<file path="src/hw/rtl/dsu_pkg.sv">
// ----------------------------------------------------------------------------
// dsu_pkg
// Shared types and constants of the disjoint-set union engine: field widths,
// controller states and the command / status bundles between controller and
// datapath.
// ----------------------------------------------------------------------------
package dsu_pkg;

    localparam int IDX_W    = 10;            // node index field width
    localparam int CNT_W    = 11;            // count / size field width
    localparam int NODE_CAP = 1 << IDX_W;    // highest node count an index can reach

    typedef enum logic [3:0] {
        ST_CLEAR,
        ST_IDLE,
        ST_WALK,
        ST_COMP,
        ST_COMP_W,
        ST_START_B,
        ST_SIZE_A,
        ST_SIZE_B,
        ST_SIZE_SUM,
        ST_DONE
    } dsu_state_t;

    // Controller to datapath commands
    typedef struct packed {
        logic clr_step;     // write one clear entry, advance sweep
        logic accept;       // take input beat, start find of node_a
        logic walk_step;    // follow one parent link
        logic comp_issue;   // read parent of current path node
        logic comp_step;    // repoint current path node at root
        logic find_done;    // capture root of the current find
        logic start_b;      // start find of node_b
        logic size_a;       // read size of root a, link roots on a union
        logic size_b;       // capture size of root a, read size of root b
        logic size_sum;     // add sizes, write back
        logic load_out;     // load output register
    } dsu_ctl_t;

    // Datapath to controller status
    typedef struct packed {
        logic cfg_wr;       // node_count write this cycle
        logic in_bad;       // input beat carries an out-of-range index
        logic clr_last;     // clear sweep at its last entry
        logic hit;          // parent read back equals the node it belongs to
        logic at_root;      // current path node is the root
        logic next_root;    // parent read back is the root
        logic phase_b;      // working on node_b
        logic out_free;     // output register can take a result
    } dsu_stat_t;

endpackage

</file>
<file path="src/hw/rtl/dsu_ctrl.sv">
// ----------------------------------------------------------------------------
// dsu_ctrl
// Controller of the union-find engine: sequences clear sweep, the two finds
// with path compression, the size update and the result hand-off.
// ----------------------------------------------------------------------------
module dsu_ctrl (
    input  logic               clk,
    input  logic               rst_n,
    input  logic               in_valid,
    output logic               in_stall,
    input  dsu_pkg::dsu_stat_t stat,
    output dsu_pkg::dsu_ctl_t  ctl
);

    import dsu_pkg::*;

    dsu_state_t state_reg;
    dsu_state_t state_next;

    always_ff @(posedge clk or negedge rst_n)
    begin
        if (!rst_n)
        begin
            state_reg <= ST_CLEAR;
        end
        else
        begin
            state_reg <= state_next;
        end
    end

    always_comb
    begin
        state_next = state_reg;
        ctl        = '0;
        in_stall   = (state_reg != ST_IDLE) || stat.cfg_wr;

        unique case (state_reg)
            ST_CLEAR:
            begin
                ctl.clr_step = 1'b1;
                if (stat.clr_last)
                begin
                    state_next = ST_IDLE;
                end
            end
            ST_IDLE:
            begin
                if (in_valid && !stat.cfg_wr)
                begin
                    ctl.accept = 1'b1;
                    state_next = stat.in_bad ? ST_DONE : ST_WALK;
                end
            end
            ST_WALK:
            begin
                ctl.walk_step = 1'b1;
                if (stat.hit)
                begin
                    state_next = ST_COMP;
                end
            end
            ST_COMP:
            begin
                if (stat.at_root)
                begin
                    ctl.find_done = 1'b1;
                    state_next    = stat.phase_b ? ST_SIZE_A : ST_START_B;
                end
                else
                begin
                    ctl.comp_issue = 1'b1;
                    state_next     = ST_COMP_W;
                end
            end
            ST_COMP_W:
            begin
                ctl.comp_step = 1'b1;
                if (stat.next_root)
                begin
                    ctl.find_done = 1'b1;
                    state_next    = stat.phase_b ? ST_SIZE_A : ST_START_B;
                end
            end
            ST_START_B:
            begin
                ctl.start_b = 1'b1;
                state_next  = ST_WALK;
            end
            ST_SIZE_A:
            begin
                ctl.size_a = 1'b1;
                state_next = ST_SIZE_B;
            end
            ST_SIZE_B:
            begin
                ctl.size_b = 1'b1;
                state_next = ST_SIZE_SUM;
            end
            ST_SIZE_SUM:
            begin
                ctl.size_sum = 1'b1;
                state_next   = ST_DONE;
            end
            ST_DONE:
            begin
                if (stat.out_free)
                begin
                    ctl.load_out = 1'b1;
                    state_next   = ST_IDLE;
                end
            end
            default:
            begin
                state_next = ST_CLEAR;
            end
        endcase

        // a node_count write restarts the forest
        if (stat.cfg_wr)
        begin
            state_next = ST_CLEAR;
        end
    end

endmodule

</file>
<file path="config.mk">
export PLATFORM = sky130hd
export DESIGN_NAME = dsu_ctrl
export DESIGN_NICKNAME = d
export VERILOG_FILES = /design/src/hw/rtl/dsu_pkg.sv /design/src/hw/rtl/dsu_ctrl.sv
export SDC_FILE = /design/constraint.sdc
export NUM_CORES = 1
export LEC_CHECK = 0
export BUFFER_PORTS_ARGS = -buffer_cell sky130_fd_sc_hd__buf_2
export CORE_AREA = 3 3 40 42
export CTS_CLUSTER_DIAMETER = 120
export CTS_CLUSTER_SIZE = 30
export DETAILED_ROUTE_END_ITERATION = 6
export DIE_AREA = 0 0 43 45
export PLACE_DENSITY = 0.72
export SYNTH_ARGS = -nofsm -noshare
export SYNTH_HDL_FRONTEND = slang
export SYNTH_SLANG_ARGS = --single-unit
</file>
<file path="constraint.sdc">
create_clock -name clk -period 2.4 [get_ports clk]
set_input_delay 0.24 -clock clk [delete_from_list [all_inputs] [get_ports clk]]
set_output_delay 0.24 -clock clk [all_outputs]
set_load 0.02 [all_outputs]
</file>
## After elaboration in Yosys (flattened, before gate mapping)

Index checks and enable logic that the tools add are counted.

| storage, ports and cells | value |
|---|---|
| output and inout bits | 12 |
| bits in registers | 4 |
| input bits | 11 |

| cells by class | value |
|---|---|
| multiplexer cells | 26 |
| equal/unequal tests | 15 |
| reductions and logical operators | 5 |

Operators by type and width:

| cell | count |
|---|---|
| 4-bit case mux with 10 select lines | 1 |
| 4-bit two-way mux | 7 |
| 4-bit by 3-bit equality test with 1-bit output, second input constant | 4 |
| 1-bit two-way mux | 15 |
| 3-bit != test, second input constant | 5 |
| 4-bit by 2-bit equality test with 1-bit output, second input constant | 2 |
| 4-bit equality test, second input constant | 2 |
| 5-bit AND reduction | 1 |
| 4-bit by 1-bit equality test with 1-bit output, second input constant | 1 |
| 4-bit zero test | 1 |
| 2-bit two-way mux | 2 |
| 4-bit by 1-bit != test with 1-bit output, second input constant | 1 |
| 1-bit case mux with 2 select lines | 1 |
| 1-bit logical AND | 1 |
| 1-bit zero test | 1 |
| 1-bit logical OR | 1 |

## Longest topological paths before layout

| depth | value |
|---|---|
| word-level depth | 5 |
| depth in mapped cells | 5 |

## Worst setup path after synthesis

No wires, ideal clock.

| timing | value |
|---|---|
| path kind | flip-flop to output port |
| start point | register state_reg[2] |
| end point | output port ctl[7] in the netlist's numbering |
| buffers on the path | 0 |
| cell stages (with the launch flop) | 3 |
| slack | 957 ps |
| arrival time | 1203 ps |
| data required time | 2160 ps |
| cell sequence | dfrtp_1 > or2_2 > nor3_1 |

RTL lines:

| item | RTL line | source |
|---|---|---|
| start: declaration | dsu_ctrl.sv:17 | `dsu_state_t state_reg;` |
| start signal: assignment | dsu_ctrl.sv:28 | `state_reg <= state_next;` |
| end: declaration | dsu_ctrl.sv:12 | `output dsu_pkg::dsu_ctl_t ctl` |

==> metrics <==
final hold vios 0; DRT iter0 DRCs 9; register area share after synthesis between 20% and 30%; initial antenna violation count 0; WP data required between 2 and 2.5 ns; Rel. slew slack approximately 70%; WS Path Type reg2out; largest net degree at the start of global routing 18; Post-CTS Setup Repair Bufs 0; Die H 45 µm; area leader, netlist dfrtp_1; Routability Congestion 0.825; total nets after synthesis a little over 70; crit path capture ctl[6]; status finished, final reports clean; clock skew 0.00364 ns; Min Clock Period, post-route 1.84 ns; die area ~0.0019 mm²; # rows 13; clock-pin slew on the worst setup and hold paths ~0.040 ns; Achievable Freq around 540 MHz; Die W roughly 43 µm; Setup crit start state_reg[1]; max-slew violations 0; CTS Sinks 4; ys async rst share between 90% and 100%; Avg Inst Size Synth roughly 7.5 µm²; RSZ-0062 raised after global routing false; Critical Path Source Type register; Fill cells around 140; Synth area leaders dfrtp_1 22%, nor2_1 5.8%, mux2_1 4.9%, a21oi_1 4.4%, nor3_1 4.4%; Via density about 5.5; Worst R2R End state_reg[0]; hold slack around 0.26 ns; Core Region 0.00128 mm²; placed insts 94; worst reg2reg path startpoint state_reg[1]; overall routed net length ~1300 µm; max reg flops 4; total CTS buffers 3; vias in the first global route between 400 and 500; CP Capture Type output pin; post_cts resized 0; Port Buffer Count 22; Initial Util between 30 and 40%; most common cell in the netlist nor2_1; DR pass1 iterations 4; r2r worst-path depth 4; Synth cell types 31; Wirelength per Cell about 14 µm; Final nets 96; largest fanout on the critical path 17; # diodes 0; P per Cell Area approximately 520 mW/mm²; predominant post-synthesis flop cell dfrtp_1; post-route clock period utilization approximately 77%; Setup Viol. Count Final 0; first-pass GRT wire length about 2000 µm; detailed-route DRC error count 0; gr ovfl total 0; Fin Setup TNS 0 ns; yosys warns 0; worst-skew pair later-pin latency 0.24 ns; Total Routing Usage GR between 10 and 15%; share of cells above drive strength 1 about 36%; # IOs 23; DRT antenna net count 0; Synth Cell Area 455 µm²; HP Class in2reg; DR vias 540; EDFF count, synth 0; cts-stage hold buffer count 1; H-tree levels 1; Syn-to-layout area delta 29.1%; Leak 0.277 nW; pin slew with the least headroom to its limit 0.451 ns; most instantiated cells after synthesis 7 x nor2_1, 5 x nand2_1, 4 x a21oi_1, 4 x dfrtp_1, 4 x nor3_1; Syn Inst Count 61; clock root buffer clkbuf_4; clock buffer depth 2; final cell count without fillers just under 100; Yosys reg bits 4; peak supply drop ~250 µV; Synth top area share between 20% and 30%; Worst EP arrival ~1.6 ns; maxcap violations 0; worst reg-to-reg setup slack between 0.7 and 0.8 ns; hpwl dp roughly 950 µm; CTS tree yes
worst max-delay path, cell delays in order, from the launching register on:
cell and delay (ns):
dfrtp_1 0.53, or4b_1 0.61, inv_1 0.07, buf_2 0.16
placed cells by master, fill, tap and decap left out, types with 2 or more instances in the layout:
cell type,n
a211oi_1,2
a21oi_1,4
a31oi_1,2
and3_1,2
buf_2,22
clkbuf_4,3
dfrtp_1,4
inv_1,2
mux2_1,2
nand2_1,5
nand2b_1,2
nand3_1,2
nor2_1,7
nor3_1,4
o211ai_1,2
o21ai_0,2
o21ai_1,2
layout make-up:
cell class	count	area, µm²	area share [%]
clock buffer	3	22.5	3.83
sequential	4	100	17.0
inverter	3	16.3	2.77
tap	15	18.8	3.19
multi-input combinational	50	310	52.8
timing repair buffer	23	120	20.4
logic make-up after synthesis:
logic type             count (synthesis)  share of synthesized area [%]
multiplexers                           3                           7.14
flip-flops                             4                           22.0
AND/OR/NAND/NOR                       31                           38.2
buffers and inverters                  7                           9.89
AO/OA/AOI/OAI                         16                           22.8
routing by layer:
layer | GRT usage [%] | vias up | part of all wire [%]
li1 | - | 268 | -
met1 | 20.0 | 241 | 42
met2 | 21.0 | 26 | 48
met3 | 2.39 | 5 | 7.9
met4 | 7.23 | 0 | 1.8
met5 | 0 | - | 0
worst min path at each step:
stage / slack (ns) / depth (start not counted) / start / endpoint
floorplan: -0.06 / 0 / rst_n / state_reg[0]
global placement: 0.04 / 1 / rst_n / state_reg[2]
detailed placement: 0.05 / 1 / rst_n / state_reg[3]
CTS: 0.26 / 2 / stat[7] / state_reg[3]
global route: 0.27 / 2 / stat[7] / state_reg[3]
finish: 0.26 / 2 / stat[7] / state_reg[0]
per-stage QoR:
stage | area (µm²) | worst slack [ns] | util, % | power, mW
2_1_floorplan | 455 | 0.957 | - | 0.184
3_3_place_gp | 556 | 0.799 | 43.2 | 0.215
3_5_place_dp | 556 | 0.759 | 43.2 | 0.218
4_1_cts | 588 | 0.569 | 45.8 | 0.306
5_1_grt | 588 | 0.459 | 45.8 | 0.324
6_report | 588 | 0.560 | 45.8 | 0.305
report_power, final:
| part | internal (mW) | leakage (nW) | switching, mW |
|---|---|---|---|
| clock network | 0.0560 | 0.0138 | 0.0288 |
| registers | 0.0747 | 0.0540 | 0.0273 |
| logic | 0.0536 | 0.209 | 0.0647 |
Note: power is estimated with default switching activity, not from simulation.
